**src/hdl/dls_pkg.sv**
```systemverilog
package dls_pkg;

    localparam int COORD_BITS = 10;
    localparam int FRAC_BITS  = 16;

    localparam int DIFF_W = COORD_BITS + 1;
    localparam int MAG_W  = COORD_BITS;
    localparam int PIX_W  = COORD_BITS + 1;
    localparam int INT_W  = COORD_BITS + 2;
    localparam int POS_W  = INT_W + FRAC_BITS;
    localparam int QUO_W  = FRAC_BITS + 1;
    localparam int INC_W  = QUO_W + 1;
    localparam int IDX_W  = COORD_BITS + 1;
    localparam int CNT_W  = $clog2(FRAC_BITS + 2);

    localparam int QDEPTH = 2;
    localparam int QPTR_W = $clog2(QDEPTH);
    localparam int QCNT_W = $clog2(QDEPTH + 1);

    localparam logic [POS_W-1:0] HALF = POS_W'(1) << (FRAC_BITS - 1);

    localparam logic [2:0] DOT_PERIOD = 3'd5;
    localparam logic [3:0] DASH_ON    = 4'd5;
    localparam logic [3:0] DASH_END   = 4'd10;

    typedef enum logic [0:0] {
        REQ_START = 1'b0,
        REQ_STEP  = 1'b1
    } req_t;

    typedef enum logic [1:0] {
        STYLE_SOLID  = 2'd0,
        STYLE_DOTTED = 2'd1,
        STYLE_DASHED = 2'd2
    } style_t;

    typedef enum logic [2:0] {
        ST_PLOT   = 3'd0,
        ST_SKIP   = 3'd1,
        ST_START  = 3'd2,
        ST_REJECT = 3'd3,
        ST_IDLE   = 3'd4
    } status_t;

    typedef enum logic [1:0] {
        CMD_STEP   = 2'd0,
        CMD_START  = 2'd1,
        CMD_REJECT = 2'd2
    } cmd_kind_t;

    typedef struct packed {
        cmd_kind_t                     kind;
        logic signed [COORD_BITS-1:0]  x1;
        logic signed [COORD_BITS-1:0]  y1;
        logic                          neg_x;
        logic                          neg_y;
        logic [MAG_W-1:0]              mag_x;
        logic [MAG_W-1:0]              mag_y;
        logic [MAG_W-1:0]              len;
        logic [1:0]                    style;
    } cmd_t;

endpackage

```
**src/hdl/dls_front.sv**
```systemverilog
module dls_front (
    input  logic                                   req_type,
    input  logic signed [dls_pkg::COORD_BITS-1:0]  start_x,
    input  logic signed [dls_pkg::COORD_BITS-1:0]  start_y,
    input  logic signed [dls_pkg::COORD_BITS-1:0]  end_x,
    input  logic signed [dls_pkg::COORD_BITS-1:0]  end_y,
    input  logic [1:0]                             line_style,
    output dls_pkg::cmd_t                          cmd
);

    logic signed [dls_pkg::DIFF_W-1:0] ddx;
    logic signed [dls_pkg::DIFF_W-1:0] ddy;
    logic [dls_pkg::DIFF_W-1:0]        abs_x;
    logic [dls_pkg::DIFF_W-1:0]        abs_y;
    logic [dls_pkg::MAG_W-1:0]         mag_x;
    logic [dls_pkg::MAG_W-1:0]         mag_y;
    logic [dls_pkg::MAG_W-1:0]         len;

    assign ddx   = {end_x[dls_pkg::COORD_BITS-1], end_x}
                 - {start_x[dls_pkg::COORD_BITS-1], start_x};
    assign ddy   = {end_y[dls_pkg::COORD_BITS-1], end_y}
                 - {start_y[dls_pkg::COORD_BITS-1], start_y};
    assign abs_x = ddx[dls_pkg::DIFF_W-1] ? -ddx : ddx;
    assign abs_y = ddy[dls_pkg::DIFF_W-1] ? -ddy : ddy;
    assign mag_x = abs_x[dls_pkg::MAG_W-1:0];
    assign mag_y = abs_y[dls_pkg::MAG_W-1:0];
    assign len   = (mag_x >= mag_y) ? mag_x : mag_y;

    always_comb
    begin
        cmd.x1    = start_x;
        cmd.y1    = start_y;
        cmd.neg_x = ddx[dls_pkg::DIFF_W-1];
        cmd.neg_y = ddy[dls_pkg::DIFF_W-1];
        cmd.mag_x = mag_x;
        cmd.mag_y = mag_y;
        cmd.len   = len;
        cmd.style = line_style;
        if (req_type == dls_pkg::REQ_STEP)
        begin
            cmd.kind = dls_pkg::CMD_STEP;
        end
        else if (len == '0)
        begin
            cmd.kind = dls_pkg::CMD_REJECT;
        end
        else
        begin
            cmd.kind = dls_pkg::CMD_START;
        end
    end

endmodule

```
**src/hdl/dls_queue.sv**
```systemverilog
module dls_queue (
    input  logic           clk,
    input  logic           rst_n,
    input  logic           push_valid,
    output logic           push_stall,
    input  dls_pkg::cmd_t  push_cmd,
    output logic           pop_valid,
    input  logic           pop,
    output dls_pkg::cmd_t  pop_cmd
);

    dls_pkg::cmd_t                entry_reg [dls_pkg::QDEPTH];
    logic [dls_pkg::QPTR_W-1:0]   wr_ptr_reg;
    logic [dls_pkg::QPTR_W-1:0]   rd_ptr_reg;
    logic [dls_pkg::QCNT_W-1:0]   count_reg;
    logic                         do_push;
    logic                         do_pop;

    assign push_stall = (count_reg == dls_pkg::QCNT_W'(dls_pkg::QDEPTH));
    assign pop_valid  = (count_reg != '0);
    assign pop_cmd    = entry_reg[rd_ptr_reg];
    assign do_push    = push_valid && !push_stall;
    assign do_pop     = pop && pop_valid;

    always_ff @(posedge clk)
    begin
        if (do_push)
        begin
            entry_reg[wr_ptr_reg] <= push_cmd;
        end
    end

    always_ff @(posedge clk or negedge rst_n)
    begin
        if (!rst_n)
        begin
            wr_ptr_reg <= '0;
            rd_ptr_reg <= '0;
            count_reg  <= '0;
        end
        else
        begin
            if (do_push)
            begin
                wr_ptr_reg <= (wr_ptr_reg == dls_pkg::QPTR_W'(dls_pkg::QDEPTH - 1))
                            ? '0 : wr_ptr_reg + 1'b1;
            end
            if (do_pop)
            begin
                rd_ptr_reg <= (rd_ptr_reg == dls_pkg::QPTR_W'(dls_pkg::QDEPTH - 1))
                            ? '0 : rd_ptr_reg + 1'b1;
            end
            if (do_push && !do_pop)
            begin
                count_reg <= count_reg + 1'b1;
            end
            else if (do_pop && !do_push)
            begin
                count_reg <= count_reg - 1'b1;
            end
        end
    end

endmodule

```
**src/hdl/dls_back.sv**
```systemverilog
module dls_back (
    input  logic                                  clk,
    input  logic                                  rst_n,
    input  logic                                  cmd_valid,
    output logic                                  cmd_pop,
    input  dls_pkg::cmd_t                         cmd,
    output logic                                  out_valid,
    input  logic                                  out_stall,
    output logic [2:0]                            status,
    output logic signed [dls_pkg::PIX_W-1:0]      pixel_x,
    output logic signed [dls_pkg::PIX_W-1:0]      pixel_y,
    output logic                                  last_step
);

    typedef enum logic [0:0] {
        S_RUN = 1'b0,
        S_DIV = 1'b1
    } state_t;

    function automatic logic signed [dls_pkg::PIX_W-1:0] trunc_pix(
        input logic signed [dls_pkg::POS_W-1:0] p
    );
        logic signed [dls_pkg::INT_W-1:0] fl;
        fl = p[dls_pkg::POS_W-1:dls_pkg::FRAC_BITS];
        if (p[dls_pkg::POS_W-1] && (p[dls_pkg::FRAC_BITS-1:0] != '0))
        begin
            fl = fl + 1'b1;
        end
        return fl[dls_pkg::PIX_W-1:0];
    endfunction

    function automatic logic signed [dls_pkg::POS_W-1:0] start_pos(
        input logic signed [dls_pkg::COORD_BITS-1:0] c,
        input logic                                  neg
    );
        logic [dls_pkg::POS_W-1:0] base;
        base = {{(dls_pkg::INT_W - dls_pkg::COORD_BITS){c[dls_pkg::COORD_BITS-1]}},
                c, dls_pkg::FRAC_BITS'(0)};
        return neg ? (base - dls_pkg::HALF) : (base + dls_pkg::HALF);
    endfunction

    state_t                                 state_reg;
    logic                                   out_valid_reg;
    logic [2:0]                             status_reg;
    logic signed [dls_pkg::PIX_W-1:0]       pixel_x_reg;
    logic signed [dls_pkg::PIX_W-1:0]       pixel_y_reg;
    logic                                   last_reg;

    logic signed [dls_pkg::POS_W-1:0]       pos_x_reg;
    logic signed [dls_pkg::POS_W-1:0]       pos_y_reg;
    logic signed [dls_pkg::INC_W-1:0]       inc_x_reg;
    logic signed [dls_pkg::INC_W-1:0]       inc_y_reg;
    logic [dls_pkg::IDX_W-1:0]              step_idx_reg;
    logic [dls_pkg::MAG_W-1:0]              len_reg;
    logic [2:0]                             mod5_reg;
    logic [3:0]                             dash_reg;
    logic [1:0]                             style_reg;
    logic                                   active_reg;

    logic [dls_pkg::MAG_W-1:0]              rem_x_reg;
    logic [dls_pkg::MAG_W-1:0]              rem_y_reg;
    logic [dls_pkg::QUO_W-1:0]              quo_x_reg;
    logic [dls_pkg::QUO_W-1:0]              quo_y_reg;
    logic [dls_pkg::CNT_W-1:0]              div_cnt_reg;
    logic                                   neg_x_reg;
    logic                                   neg_y_reg;
    logic signed [dls_pkg::COORD_BITS-1:0]  x1_reg;
    logic signed [dls_pkg::COORD_BITS-1:0]  y1_reg;

    logic                                   out_free;
    logic                                   beat_load;
    logic                                   div_first;
    logic                                   div_done;
    logic [dls_pkg::MAG_W:0]                trial_x;
    logic [dls_pkg::MAG_W:0]                trial_y;
    logic [dls_pkg::MAG_W:0]                diff_x;
    logic [dls_pkg::MAG_W:0]                diff_y;
    logic                                   ge_x;
    logic                                   ge_y;
    logic signed [dls_pkg::POS_W-1:0]       pos_x_sum;
    logic signed [dls_pkg::POS_W-1:0]       pos_y_sum;
    logic                                   plot;
    logic                                   last;

    assign out_free  = !out_valid_reg || !out_stall;
    assign cmd_pop   = (state_reg == S_RUN) && cmd_valid && out_free;
    assign div_first = (div_cnt_reg == '0);
    assign div_done  = (div_cnt_reg == dls_pkg::CNT_W'(dls_pkg::FRAC_BITS + 1));
    assign beat_load = (cmd_pop && ((cmd.kind == dls_pkg::CMD_STEP)
                                    || (cmd.kind == dls_pkg::CMD_REJECT)))
                     || ((state_reg == S_DIV) && div_done && out_free);

    // restoring division, one quotient bit per cycle on both axes
    assign trial_x = div_first ? {1'b0, rem_x_reg} : {rem_x_reg, 1'b0};
    assign trial_y = div_first ? {1'b0, rem_y_reg} : {rem_y_reg, 1'b0};
    assign diff_x  = trial_x - {1'b0, len_reg};
    assign diff_y  = trial_y - {1'b0, len_reg};
    assign ge_x    = trial_x >= {1'b0, len_reg};
    assign ge_y    = trial_y >= {1'b0, len_reg};

    assign pos_x_sum = pos_x_reg
        + {{(dls_pkg::POS_W - dls_pkg::INC_W){inc_x_reg[dls_pkg::INC_W-1]}}, inc_x_reg};
    assign pos_y_sum = pos_y_reg
        + {{(dls_pkg::POS_W - dls_pkg::INC_W){inc_y_reg[dls_pkg::INC_W-1]}}, inc_y_reg};
    assign last      = step_idx_reg >= {1'b0, len_reg};

    always_comb
    begin
        case (style_reg)
            dls_pkg::STYLE_DOTTED: plot = (mod5_reg == '0);
            dls_pkg::STYLE_DASHED: plot = (dash_reg < dls_pkg::DASH_ON);
            default:               plot = 1'b1;
        endcase
    end

    always_ff @(posedge clk or negedge rst_n)
    begin
        if (!rst_n)
        begin
            state_reg     <= S_RUN;
            out_valid_reg <= 1'b0;
            status_reg    <= '0;
            pixel_x_reg   <= '0;
            pixel_y_reg   <= '0;
            last_reg      <= 1'b0;
            pos_x_reg     <= '0;
            pos_y_reg     <= '0;
            inc_x_reg     <= '0;
            inc_y_reg     <= '0;
            step_idx_reg  <= '0;
            len_reg       <= '0;
            mod5_reg      <= '0;
            dash_reg      <= '0;
            style_reg     <= '0;
            active_reg    <= 1'b0;
            rem_x_reg     <= '0;
            rem_y_reg     <= '0;
            quo_x_reg     <= '0;
            quo_y_reg     <= '0;
            div_cnt_reg   <= '0;
            neg_x_reg     <= 1'b0;
            neg_y_reg     <= 1'b0;
            x1_reg        <= '0;
            y1_reg        <= '0;
        end
        else
        begin
            if (out_valid_reg && !out_stall && !beat_load)
            begin
                out_valid_reg <= 1'b0;
            end
            case (state_reg)
                S_RUN:
                begin
                    if (cmd_pop)
                    begin
                        case (cmd.kind)
                            dls_pkg::CMD_STEP:
                            begin
                                out_valid_reg <= 1'b1;
                                if (!active_reg)
                                begin
                                    status_reg  <= dls_pkg::ST_IDLE;
                                    pixel_x_reg <= '0;
                                    pixel_y_reg <= '0;
                                    last_reg    <= 1'b0;
                                end
                                else
                                begin
                                    pos_x_reg    <= pos_x_sum;
                                    pos_y_reg    <= pos_y_sum;
                                    status_reg   <= plot ? dls_pkg::ST_PLOT : dls_pkg::ST_SKIP;
                                    pixel_x_reg  <= trunc_pix(pos_x_sum);
                                    pixel_y_reg  <= trunc_pix(pos_y_sum);
                                    last_reg     <= last;
                                    step_idx_reg <= step_idx_reg + 1'b1;
                                    mod5_reg     <= (mod5_reg == dls_pkg::DOT_PERIOD - 3'd1)
                                                  ? '0 : mod5_reg + 1'b1;
                                    if (style_reg == dls_pkg::STYLE_DASHED)
                                    begin
                                        dash_reg <= (dash_reg >= dls_pkg::DASH_END)
                                                  ? '0 : dash_reg + 1'b1;
                                    end
                                    if (last)
                                    begin
                                        active_reg <= 1'b0;
                                    end
                                end
                            end
                            dls_pkg::CMD_REJECT:
                            begin
                                active_reg    <= 1'b0;
                                out_valid_reg <= 1'b1;
                                status_reg    <= dls_pkg::ST_REJECT;
                                pixel_x_reg   <= '0;
                                pixel_y_reg   <= '0;
                                last_reg      <= 1'b0;
                            end
                            dls_pkg::CMD_START:
                            begin
                                active_reg  <= 1'b0;
                                rem_x_reg   <= cmd.mag_x;
                                rem_y_reg   <= cmd.mag_y;
                                len_reg     <= cmd.len;
                                quo_x_reg   <= '0;
                                quo_y_reg   <= '0;
                                div_cnt_reg <= '0;
                                neg_x_reg   <= cmd.neg_x;
                                neg_y_reg   <= cmd.neg_y;
                                x1_reg      <= cmd.x1;
                                y1_reg      <= cmd.y1;
                                style_reg   <= cmd.style;
                                pos_x_reg   <= start_pos(cmd.x1, cmd.neg_x);
                                pos_y_reg   <= start_pos(cmd.y1, cmd.neg_y);
                                state_reg   <= S_DIV;
                            end
                            default:
                            begin
                            end
                        endcase
                    end
                end
                S_DIV:
                begin
                    if (!div_done)
                    begin
                        rem_x_reg   <= ge_x ? diff_x[dls_pkg::MAG_W-1:0]
                                            : trial_x[dls_pkg::MAG_W-1:0];
                        rem_y_reg   <= ge_y ? diff_y[dls_pkg::MAG_W-1:0]
                                            : trial_y[dls_pkg::MAG_W-1:0];
                        quo_x_reg   <= {quo_x_reg[dls_pkg::QUO_W-2:0], ge_x};
                        quo_y_reg   <= {quo_y_reg[dls_pkg::QUO_W-2:0], ge_y};
                        div_cnt_reg <= div_cnt_reg + 1'b1;
                    end
                    else if (out_free)
                    begin
                        inc_x_reg     <= neg_x_reg ? (dls_pkg::INC_W'(0) - {1'b0, quo_x_reg})
                                                   : {1'b0, quo_x_reg};
                        inc_y_reg     <= neg_y_reg ? (dls_pkg::INC_W'(0) - {1'b0, quo_y_reg})
                                                   : {1'b0, quo_y_reg};
                        step_idx_reg  <= '0;
                        mod5_reg      <= '0;
                        dash_reg      <= '0;
                        active_reg    <= 1'b1;
                        out_valid_reg <= 1'b1;
                        status_reg    <= dls_pkg::ST_START;
                        pixel_x_reg   <= {x1_reg[dls_pkg::COORD_BITS-1], x1_reg};
                        pixel_y_reg   <= {y1_reg[dls_pkg::COORD_BITS-1], y1_reg};
                        last_reg      <= 1'b0;
                        state_reg     <= S_RUN;
                    end
                end
                default:
                begin
                    state_reg <= S_RUN;
                end
            endcase
        end
    end

    assign out_valid = out_valid_reg;
    assign status    = status_reg;
    assign pixel_x   = pixel_x_reg;
    assign pixel_y   = pixel_y_reg;
    assign last_step = last_reg;

    a_no_pop_while_dividing: assert property (@(posedge clk) disable iff (!rst_n)
        (state_reg == S_DIV) |-> !cmd_pop)
        else $error("command taken during division");

    a_index_within_line: assert property (@(posedge clk) disable iff (!rst_n)
        active_reg |-> (step_idx_reg <= {1'b0, len_reg}))
        else $error("step index beyond line length");

    a_dash_range: assert property (@(posedge clk) disable iff (!rst_n)
        (dash_reg <= dls_pkg::DASH_END) && (mod5_reg < dls_pkg::DOT_PERIOD))
        else $error("pattern counter out of range");

    a_step_gives_beat: assert property (@(posedge clk) disable iff (!rst_n)
        (cmd_pop && (cmd.kind != dls_pkg::CMD_START)) |=> out_valid_reg)
        else $error("step or reject gave no result beat");

endmodule

```
**src/hdl/dda_styled_line_stepper.sv**
```systemverilog
// channel  handshake            payload
// in       in_valid / in_stall  req_type, start_x, start_y, end_x, end_y, line_style
// out      out_valid / out_stall status, pixel_x, pixel_y, last_step
//
// steps go straight to the output register, one per cycle while out_stall is low
// a start beat holds the stepper for load, a two-axis restoring divider run (one
// quotient bit per step on both axes in parallel) and finish
// a two-beat command queue sits between the input and the stepper
// rst_n clears the queue, the stepper state and the output register at once
// out_stall holds the output register and the stepper; the queue keeps taking beats until full
module dda_styled_line_stepper (
    input  logic                                   clk,
    input  logic                                   rst_n,
    input  logic                                   in_valid,
    output logic                                   in_stall,
    input  logic                                   req_type,
    input  logic signed [dls_pkg::COORD_BITS-1:0]  start_x,
    input  logic signed [dls_pkg::COORD_BITS-1:0]  start_y,
    input  logic signed [dls_pkg::COORD_BITS-1:0]  end_x,
    input  logic signed [dls_pkg::COORD_BITS-1:0]  end_y,
    input  logic [1:0]                             line_style,
    output logic                                   out_valid,
    input  logic                                   out_stall,
    output logic [2:0]                             status,
    output logic signed [dls_pkg::PIX_W-1:0]       pixel_x,
    output logic signed [dls_pkg::PIX_W-1:0]       pixel_y,
    output logic                                   last_step
);

    dls_pkg::cmd_t front_cmd;
    dls_pkg::cmd_t head_cmd;
    logic          head_valid;
    logic          head_pop;

    dls_front u_front (
        .req_type   (req_type),
        .start_x    (start_x),
        .start_y    (start_y),
        .end_x      (end_x),
        .end_y      (end_y),
        .line_style (line_style),
        .cmd        (front_cmd)
    );

    dls_queue u_queue (
        .clk        (clk),
        .rst_n      (rst_n),
        .push_valid (in_valid),
        .push_stall (in_stall),
        .push_cmd   (front_cmd),
        .pop_valid  (head_valid),
        .pop        (head_pop),
        .pop_cmd    (head_cmd)
    );

    dls_back u_back (
        .clk        (clk),
        .rst_n      (rst_n),
        .cmd_valid  (head_valid),
        .cmd_pop    (head_pop),
        .cmd        (head_cmd),
        .out_valid  (out_valid),
        .out_stall  (out_stall),
        .status     (status),
        .pixel_x    (pixel_x),
        .pixel_y    (pixel_y),
        .last_step  (last_step)
    );

endmodule
```
**config.mk**
```make
export PLATFORM = sky130hd
export DESIGN_NAME = dda_styled_line_stepper
export DESIGN_NICKNAME = d
export VERILOG_FILES = /design/src/hdl/dls_pkg.sv /design/src/hdl/dls_front.sv /design/src/hdl/dls_queue.sv /design/src/hdl/dls_back.sv /design/src/hdl/dda_styled_line_stepper.sv
export SDC_FILE = /design/constraint.sdc
export NUM_CORES = 1
export LEC_CHECK = 0
export BUFFER_PORTS_ARGS = -buffer_cell sky130_fd_sc_hd__buf_2
export CORE_ASPECT_RATIO = 1.4
export CORE_UTILIZATION = 60
export DETAILED_ROUTE_END_ITERATION = 6
export PLACE_DENSITY = 0.77
export SLEW_MARGIN = 20
export SYNTH_ARGS = -nofsm -noshare
export SYNTH_HDL_FRONTEND = slang
export SYNTH_SLANG_ARGS = --single-unit
export TNS_END_PERCENT = 20
```
**constraint.sdc**
```tcl
create_clock -name clk -period 4.8 [get_ports clk]
set_clock_uncertainty 0.05 [all_clocks]
set_input_delay 0.24 -clock clk [delete_from_list [all_inputs] [get_ports clk]]
set_output_delay 0.24 -clock clk [all_outputs]
set_load 0.01 [all_outputs]
```
# ---- After elaboration in Yosys (flattened, before gate mapping)
# Memories as Yosys holds them, arrays and structs flattened.
# Index checks and enable logic that the tools add are counted.
dict set report totals {
  reg_bits 236
  ramBits 112
  in_bits 47
  out_inout_bits 28
  elab_cells 227
  memories 1
}
dict set report classes {
  n_addsub 24
  order_cmp 6
  eq_ne 18
  mux 108
  bitwise 1
  n_reduce_logical 41
}
# name depth width rd rd_clocked_by_memory_dff write_ports line_no
set mem_list {}
lappend mem_list {u_queue.entry_reg 2 56 1 0 1 dls_queue.sv:12} ;# dls_pkg::cmd_t entry_reg [dls_pkg::QDEPTH];
# cell n
set op_table {}
lappend op_table {{$mux W11} 17}
lappend op_table {{$mux W28} 4}
lappend op_table {{$pmux W28 S2} 2}
lappend op_table {{$mux W10} 11}
lappend op_table {{$pmux W11 S2} 5}
lappend op_table {{$mux W17} 4}
lappend op_table {{$pmux W17 S2} 2}
lappend op_table {{$add A28 B28 Y28} 2}
lappend op_table {{$add A26 B17 Y27 const B} 2}
lappend op_table {{$sub A26 B17 Y27 const B} 2}
lappend op_table {{$pmux W10 S2} 2}
lappend op_table {{$mux W18} 2}
lappend op_table {{$sub A1 B17 Y18 const A} 2}
lappend op_table {{$add A11 B1 Y11 const B} 3}
lappend op_table {{$ge A11 B10 Y1} 3}
lappend op_table {{$reduce_bool A16 Y1} 2}
lappend op_table {{$mux W3} 10}
lappend op_table {{$mux W4} 7}
lappend op_table {{$mux W1} 23}
lappend op_table {{$sub A10 B10 Y11} 2}
lappend op_table {{$neg A10 Y10} 2}
lappend op_table {{$sub A10 B10 Y10} 2}
lappend op_table {{$pmux W3 S2} 3}
lappend op_table {{$mux W5} 3}
lappend op_table {{other kinds (34)} 81}

# ---- Longest topological paths before layout
# Gate-level depths: netlist of the first run.
dict set report logic_depth {
  word_depth 11
  mapped_depth 22
  mapped_depth_nobuf 21
}

# ---- Hierarchy
# Synthesis of the first run repeated with hierarchy kept, for this count alone.
dict set report hier_totals {
  cells_unflattened 2246
  hier_area_um2 21764.6
}
# module n_inst cells_each area_per_inst_um2 seq_area_each_um2
set modules_own_cells {}
lappend modules_own_cells {dls_back 1 1762 15292.2 5805.6}
lappend modules_own_cells {dls_queue 1 193 4359.2 3463.3}
lappend modules_own_cells {dls_front 1 291 2113.3 0.0}

# ---- Worst setup path before layout of the first run
# No wires, ideal clock.
dict set report synth_timing {
  path_type {input-to-reg}
  start {input end_y[0] in the netlist's numbering}
  end {memory u_queue.entry_reg[0][54] in the netlist's numbering (data pin)}
  setup_ns 0.263
  t_arrival_ns 4.568
  required_time_ns 4.487
  path_slack_ns -0.080
  path_stages 21
  n_path_buf 2
  cell_sequence {inv_1 > ha_1 > inv_1 > fa_1 > a211oi_1 > o21ai_1 > a31o_2 > a31o_1 > buf_2 > nor2b_1 > xnor2_1 > ha_1 > a21oi_1 > o21ai_0 > a2111oi_0 > o21ai_0 > o211ai_1 > clkbuf_1 > mux2_2 > a2111o_1 > o31a_1}
}
# item line_no
set synth_rtl {}
lappend synth_rtl {{start: declaration} dda_styled_line_stepper.sv:20} ;# input logic signed [dls_pkg::COORD_BITS-1:0] end_y,
lappend synth_rtl {{end: declaration} dls_queue.sv:12}

==> flow_metrics.py, run 1 <==
metrics = {
    "floorplan": {
        "num_io_pins": 75,
        "start_util_pct": 60.8,
        "num_rows": 82,
        "die_x_um": 163,
        "dieHeight_um": 227,
        "fp.coreArea_um2": 35700,
        "die-area_um2": 37000,
    },
    "critical_path": {
        "rrSetupSlack_ps": 410,
        "critPathMostFrequentCell": "inv_1",
        "path_cells": "dlygate4sd3_1 > buf_2 > inv_1 > ha_1 > inv_1 > a21oi_1 > o21a_1 > o21ai_1 > a31oi_2 > inv_1 > o21ai_0 > xor2_1 > inv_1 > ha_1 > a2111oi_4 > o21ai_1 > o211ai_1 > buf_4 > mux2_2 > a2111o_1 > o31a_1",
        "cpPeakStageDelay_ps": 550,
        "critPathCaptureType": "register",
        "critical_path_arrival_ps": 4790,
        "critPathLaunchType": "input port",
        "cp_slowest_cell": "dlygate4sd3_1",
        "cp_max_fo": 6,
        "critPathKind": "input port to register",
        "worstPathRequired_ps": 5030,
    },
    "routing": {
        "post-route-drc-count": 0,
        "routed_wl_mm": 55.8,
        "dr.pass1.iters": 5,
        "dr_total_vias": 17900,
        "ant_nets": 0,
        "vias_per_cell": 6.13,
        "wl_per_cell_um": 19.1,
        "first_iter_violations": 1224,
    },
    "yosys": {
        "syn_avg_cell_area_um2": 9.43,
        "synth_top_flop_cell": "dfrtp_1",
        "synth_nets": 2495,
        "async_flop_share_pct": 67.8,
        "ys_warn_count": 0,
        "synth-seq-area-share_pct": 42.7,
        "synth_area_leader_cell": "dfrtp_1",
        "synth_edf_count": 112,
        "synthesis.instances": 2304,
        "syn_area_um2": 21700,
        "ys_ff_latch": 348,
        "synthTopCellsByArea": "dfrtp_1, edfxtp_1, ha_1",
        "synth_cell_types": 108,
        "synth.top_cell.area_share_pct": 27.2,
    },
    "grt": {
        "grt_pass1_vias": 17700,
        "track_usage_pct": 30.6,
        "antenna_found_initial": 0,
        "grt_max_degree": 108,
        "gr-total-overflow": 0,
        "grt_first_pass_wirelength_mm": 89.2,
    },
    "clock_network": {
        "clock_latency_ps": 540,
        "clock_sinks": 348,
        "tritoncts": "built",
        "numCtsBuffers": 36,
        "clockRootBuffer": "clkbuf_16",
        "clk_pin_slew_ps": 60,
        "clockBufferDepth": 3,
        "cts_max_level": 2,
    },
    "layout": {
        "area.growth.synth_to_final_pct": 12.7,
        "diodes": 0,
        "fin_area_um2": 24500,
        "largest_register_ffs": 112,
        "post-route-util_pct": 68.6,
        "fin_nets": 2621,
        "drive_gt1_share_pct": 11.9,
    },
    "placed_design": {
        "placed_area_um2": 23000,
        "dp_hpwl_mm": 41.0,
        "io_buffer_count": 74,
        "place_congestion": 0.945,
    },
    "status": {
        "outcome": "finished, final reports clean",
    },
    "timing": {
        "slew_viol_final": 0,
        "relSlewSlack_pct": 37.5,
        "hold_violations": 0,
        "rsz0062_at_grt": "no",
        "hold_ws_ps": 33.6,
        "worst_pin_slew_ps": 926,
        "max_freq_mhz": 219,
        "setup_violations": 0,
        "period_needed_ps": 4560,
        "fin_crit_sh_pct": 95.0,
        "fin_tns_setup_ps": 0,
    },
    "power_and_ir_drop": {
        "leakage_nw": 11.1,
        "netSwitchingPower_mw": 7.71,
        "comb_power_share_pct": 54.4,
        "power_mw": 17.5,
        "ir_drop_mv": 0.455,
        "power.density_nw_per_um2": 715,
        "seqPwrFrac_pct": 29.3,
        "switching_share_pct": 44.0,
        "clkPwrFrac_pct": 16.3,
        "p_int_mw": 9.80,
    },
    "hold_path": {
        "hp-class": "input port to register",
    },
    "job": {
        "drv_cap": 0,
    },
}
-- placed cells by master, fill, tap and decap left out, types with 11 or more instances in the layout --
cell | Yosys | routed
o31ai_1 | 23 | 23
clkbuf_16 | 0 | 37
a21oi_1 | 121 | 121
mux2i_1 | 83 | 83
nor2b_1 | 18 | 18
dlygate4sd3_1 | 0 | 25
a21o_1 | 29 | 29
a22o_1 | 20 | 20
nand2b_1 | 23 | 23
o22ai_1 | 17 | 17
nand2_1 | 328 | 327
or3_1 | 27 | 27
nor2_1 | 136 | 133
a31oi_1 | 13 | 13
dfrtp_1 | 236 | 235
buf_2 | 11 | 73
xnor2_1 | 81 | 81
buf_4 | 0 | 83
and3_1 | 26 | 25
o21ai_1 | 10 | 13
nand4_1 | 27 | 27
nor3_1 | 37 | 36
ha_1 | 138 | 138
xor2_1 | 75 | 75
inv_1 | 103 | 103
and2_1 | 13 | 11
nand3_1 | 52 | 51
edfxtp_1 | 112 | 112
o21a_1 | 22 | 22
o21ai_0 | 219 | 215
-- critical path: cells and delay by family --
family	cells	cell delay, ps
buffers and inverters	7	1280
multiplexers	1	350
XOR/XNOR	1	230
AO/OA/AOI/OAI	10	2110
adder cells (fa/ha/maj)	2	590
-- per-stage QoR --
stage,instances,worst slack [ps]
after detailed placement,2825,-379
after global placement,2825,-289
after CTS,2913,64.1
after global routing,2917,11.9
after floorplan,2304,12.9
final,2917,239
-- area by class of cell --
type                    instances  area (um2)
well taps                     462         578
clock buffers                  43         978
fillers                      2794       11200
clock inverters                20         208
multi-input cells            1757       11800
flip-flops and latches        348        9270
inverters                     103         387
repair buffers                184        1300
-- final timing paths --
path,start,end,cells after the start
max in group asynchronous,rst_n,u_back.x1_reg[8]$_DFFE_PN0P_,3
worst min register to register,u_back.status[2]$_DFFE_PN0P_,u_back.status[2]$_DFFE_PN0P_,2
worst min-delay path,in_valid,u_queue.wr_ptr_reg$_DFFE_PN0P_,3
worst max register to register,u_back.inc_x_reg[0]$_DFFE_PN0P_,u_back.pixel_x[10]$_DFFE_PN0P_,13
min in group asynchronous,rst_n,u_back.quo_y_reg[2]$_DFFE_PN0P_,2
worst max-delay path,start_x[7],u_queue.entry_reg[1][54]$_DFFE_PP_,21
-- per-layer routing --
metal	GRT usage, %	wire length, um	share of wire, %
met5	0	0	0
met4	14.6	2600	4.7
met3	3.72	2310	4.1
met2	56.2	29200	52
met1	35.1	21600	39
-- power groups by stage --
stage	Combinational [mW]	Sequential, mW	Clock (mW)
floorplan	6.91	4.90	0
global placement	8.98	5.11	0
detailed placement	9.28	5.16	0
CTS	9.38	5.11	2.90
global route	10.5	5.25	3.01
finish	9.52	5.12	2.86
-- what timing repair did --
item / in CTS / in global routing
setup endpoints to repair: 0 / 4
buffers inserted: 0 / 3
hold endpoints to repair: 152 / 0
hold buffers: 25 / 0
resized for setup: 0 / 10
-- cell usage after synthesis (17+ instances only) --
cell / n
nand2b_1: 23
inv_1: 103
edfxtp_1: 112
xnor2_1: 81
ha_1: 138
nor2_1: 136
nand4_1: 27
a22o_1: 20
nor2b_1: 18
dfrtp_1: 236
clkbuf_1: 75
o31ai_1: 23
o21a_1: 22
nand3_1: 52
o22ai_1: 17
or3_1: 27
nor3_1: 37
a21oi_1: 121
a21o_1: 29
nand2_1: 328
xor2_1: 75
and3_1: 26
mux2i_1: 83
o21ai_0: 219
-- kinds of logic after synthesis --
group | after synthesis | share of synthesized area [%]
AND/OR/NAND/NOR | 750 | 16.2
adder cells (fa/ha/maj) | 144 | 8.50
multiplexers | 95 | 4.50
flip-flops | 348 | 42.7
XOR/XNOR | 157 | 6.37
AO/OA/AOI/OAI | 611 | 18.2
buffers and inverters | 199 | 3.55
(Power assumes the default switching activity.)
==> run 2: changes to the inputs <==
--- a/config.mk
+++ b/config.mk
@@ -9,6 +9,7 @@
 export CORE_ASPECT_RATIO = 1.4
 export CORE_UTILIZATION = 60
 export DETAILED_ROUTE_END_ITERATION = 6
+export GPL_TIMING_DRIVEN = 0
 export PLACE_DENSITY = 0.77
 export SLEW_MARGIN = 20
 export SYNTH_ARGS = -nofsm -noshare
==> run 2 against run 1 <==
  * Sequential share of layout area rose by 0.11 points
  * Sequential cell count did not move
  * First-iteration DRC count rose by 17%
  * Critical path depth fell by 3
  * Cell area fell by 0.29%
  * Maximum frequency fell by 2.6%
  * Cell count rose by 0.69%
  * Core utilization fell by 0.20 points
  * Non-clock buffer count rose by 18
  * Sequential power fell by 1%
  * Die area did not move
  * Critical path type unchanged
  * Critical endpoint unchanged
  * Highest routed layer unchanged
==> flow_metrics.py, run 2 (synthesized netlist as in run 1, its figures left out) <==
metrics = {
    "power_and_ir_drop": {
        "comb_power_share_pct": 55.1,
        "clkPwrFrac_pct": 16.3,
        "switching_share_pct": 45.3,
        "leakage_nw": 10.9,
        "seqPwrFrac_pct": 28.6,
        "p_int_mw": 9.67,
        "ir_drop_mv": 0.396,
        "netSwitchingPower_mw": 8.02,
        "power_mw": 17.7,
        "power.density_nw_per_um2": 725,
    },
    "layout": {
        "layout_commonest_cell": "nand2_1",
        "largest_register_ffs": 112,
        "layout_common_cells": "nand2_1, dfrtp_1, o21ai_0",
        "fin_nets": 2639,
        "area.growth.synth_to_final_pct": 12.4,
        "diodes": 0,
        "drive_gt1_share_pct": 9.82,
    },
    "clock_network": {
        "tritoncts": "built",
        "clk_pin_slew_ps": 60,
        "numCtsBuffers": 36,
        "clock_sinks": 348,
        "cts_max_level": 2,
        "clockRootBuffer": "clkbuf_16",
        "clock_latency_ps": 550,
        "clockBufferDepth": 3,
    },
    "critical_path": {
        "critPathCaptureType": "register",
        "endpoint": "u_queue.entry_reg[1][54]$_DFFE_PP_",
        "r2r_cells": 13,
        "critical_path_arrival_ps": 4920,
        "cp.depth": 18,
        "cp-startpoint": "start_x[1]",
        "worstPathRequired_ps": 5040,
        "cp_max_fo": 4,
        "critPathKind": "input port to register",
        "cpPeakStageDelay_ps": 770,
        "rrSetupSlack_ps": 260,
        "path_cells": "buf_2 > inv_1 > ha_1 > nor2b_1 > o31a_1 > o21ai_1 > o2111ai_2 > nor3_1 > a31oi_1 > xnor2_1 > ha_1 > o21ai_0 > o21ai_0 > o211ai_1 > buf_4 > mux2_4 > or4_1 > o31a_1",
        "reg2reg_from": "u_back.pos_x_reg[0]$_DFFE_PN0P_",
        "cpLargestDelayFamily": "compound AO/OA/AOI/OAI gates",
        "critPathLaunchType": "input port",
        "r2r_end": "u_back.pixel_x[1]$_DFFE_PN0P_",
        "cp_slowest_cell": "xnor2_1",
        "critPathBufInv": 3,
    },
    "timing": {
        "fin_tns_setup_ps": 0,
        "period_needed_ps": 4680,
        "max_freq_mhz": 214,
        "worst_pin_slew_ps": 1060,
        "relSlewSlack_pct": 29.3,
        "fin_crit_sh_pct": 97.6,
        "setup_violations": 0,
        "slew_viol_final": 0,
        "fin_ws_ps": 117,
        "hold_violations": 0,
    },
    "routing": {
        "wl_per_cell_um": 20.4,
        "post-route-drc-count": 0,
        "first_iter_violations": 1432,
        "routed_wl_mm": 60.1,
        "dr_total_vias": 18000,
        "dr.pass1.iters": 5,
        "vias_per_cell": 6.14,
        "ant_nets": 0,
    },
    "placed_design": {
        "place_congestion": 0.958,
        "dp_hpwl_mm": 46.5,
        "io_buffer_count": 74,
        "pre_cts_ws_ps": -1320,
    },
    "status": {
        "outcome": "finished, final reports clean",
    },
    "grt": {
        "grt_max_degree": 95,
        "antenna_found_initial": 0,
        "gr-total-overflow": 0,
        "grt_pass1_vias": 17700,
        "track_usage_pct": 32.7,
        "grt_first_pass_wirelength_mm": 93.3,
    },
    "floorplan": {
        "fp.coreArea_um2": 35700,
        "die-area_um2": 37000,
        "start_util_pct": 60.8,
        "num_rows": 82,
        "dieHeight_um": 227,
        "num_io_pins": 75,
        "die_x_um": 163,
    },
    "hold_path": {
        "hp-class": "input port to register",
    },
    "job": {
        "drv_cap": 0,
    },
}
==> run 2: cell types whose count changed in the layout (fill, tap and decap cells not counted), sizes merged <==
cell,previous run,this run
clkbuf,43,123
buf,159,102
clkinv,14,11
clkinvlp,1,3
dlygate4sd3,25,24
inv,104,103
==> run 2: layout make-up <==
class | count | area [um2]
clock inverters | 18 | 243
plain buffers | 93 | 387
well taps | 462 | 578
inverters | 103 | 389
clock buffers | 47 | 973
multi-input cells | 1757 | 11800
fillers | 2867 | 11300
repair buffers | 109 | 768
flip-flops and latches | 348 | 9270
==> run 2: how the worst min path moves through the flow <==
stage / from / endpoint / depth (start not counted)
after floorplan: rst_n / u_back.active_reg$_DFFE_PN0P_ / 0
after global placement: start_x[8] / u_queue.entry_reg[1][52]$_DFFE_PP_ / 1
after detailed placement: rst_n / u_back.pos_x_reg[5]$_DFFE_PN0P_ / 1
after CTS: in_valid / u_queue.wr_ptr_reg$_DFFE_PN0P_ / 3
after global routing: out_stall / u_back.out_valid$_DFF_PN0_ / 3
final: in_valid / u_queue.wr_ptr_reg$_DFFE_PN0P_ / 3
==> run 2: per-layer routing <==
layer	track usage, %	part of all wire [%]
met5	0	0
met4	19.8	6.3
met3	3.88	4.5
met2	59.1	51
met1	36.8	38
==> run 2: metrics by stage <==
stage | cell area [um2] | utilization, % | std cells | hold slack, ps
floorplan | 21700 | - | 2304 | -106
detailed placement | 22800 | 63.8 | 2844 | 120
global placement | 22700 | 63.5 | 2840 | 394
CTS | 24300 | 68.2 | 2937 | 35.4
finish | 24400 | 68.4 | 2937 | 53.3
global route | 24400 | 68.4 | 2937 | 70.3
==> run 2: what timing repair did <==
item,4_1_cts,5_1_grt
hold buffers,24,0
buffers inserted,5,2
gates cloned,0,0
pin swaps,1,7
gates resized for setup,16,21
hold endpoints to repair,96,0
endpoints found under the setup margin,130,73
==> run 2: worst reg2reg max path, delay by kind of cell (launching register included) <==
family / cells / cell delay (ps)
AND/OR/NAND/NOR: 5 / 1810
AO/OA/AOI/OAI: 4 / 1150
adder cells (fa/ha/maj): 2 / 600
multiplexers: 1 / 380
flip-flops: 1 / 360
buffers and inverters: 1 / 70
==> run 2: power groups by stage <==
stage	logic [mW]	registers [mW]	clock network, mW
2_1_floorplan	6.91	4.90	0
3_3_place_gp	9.16	5.06	0
3_5_place_dp	9.46	5.08	0
4_1_cts	9.59	5.04	2.92
5_1_grt	10.7	5.16	3.03
6_report	9.76	5.06	2.89
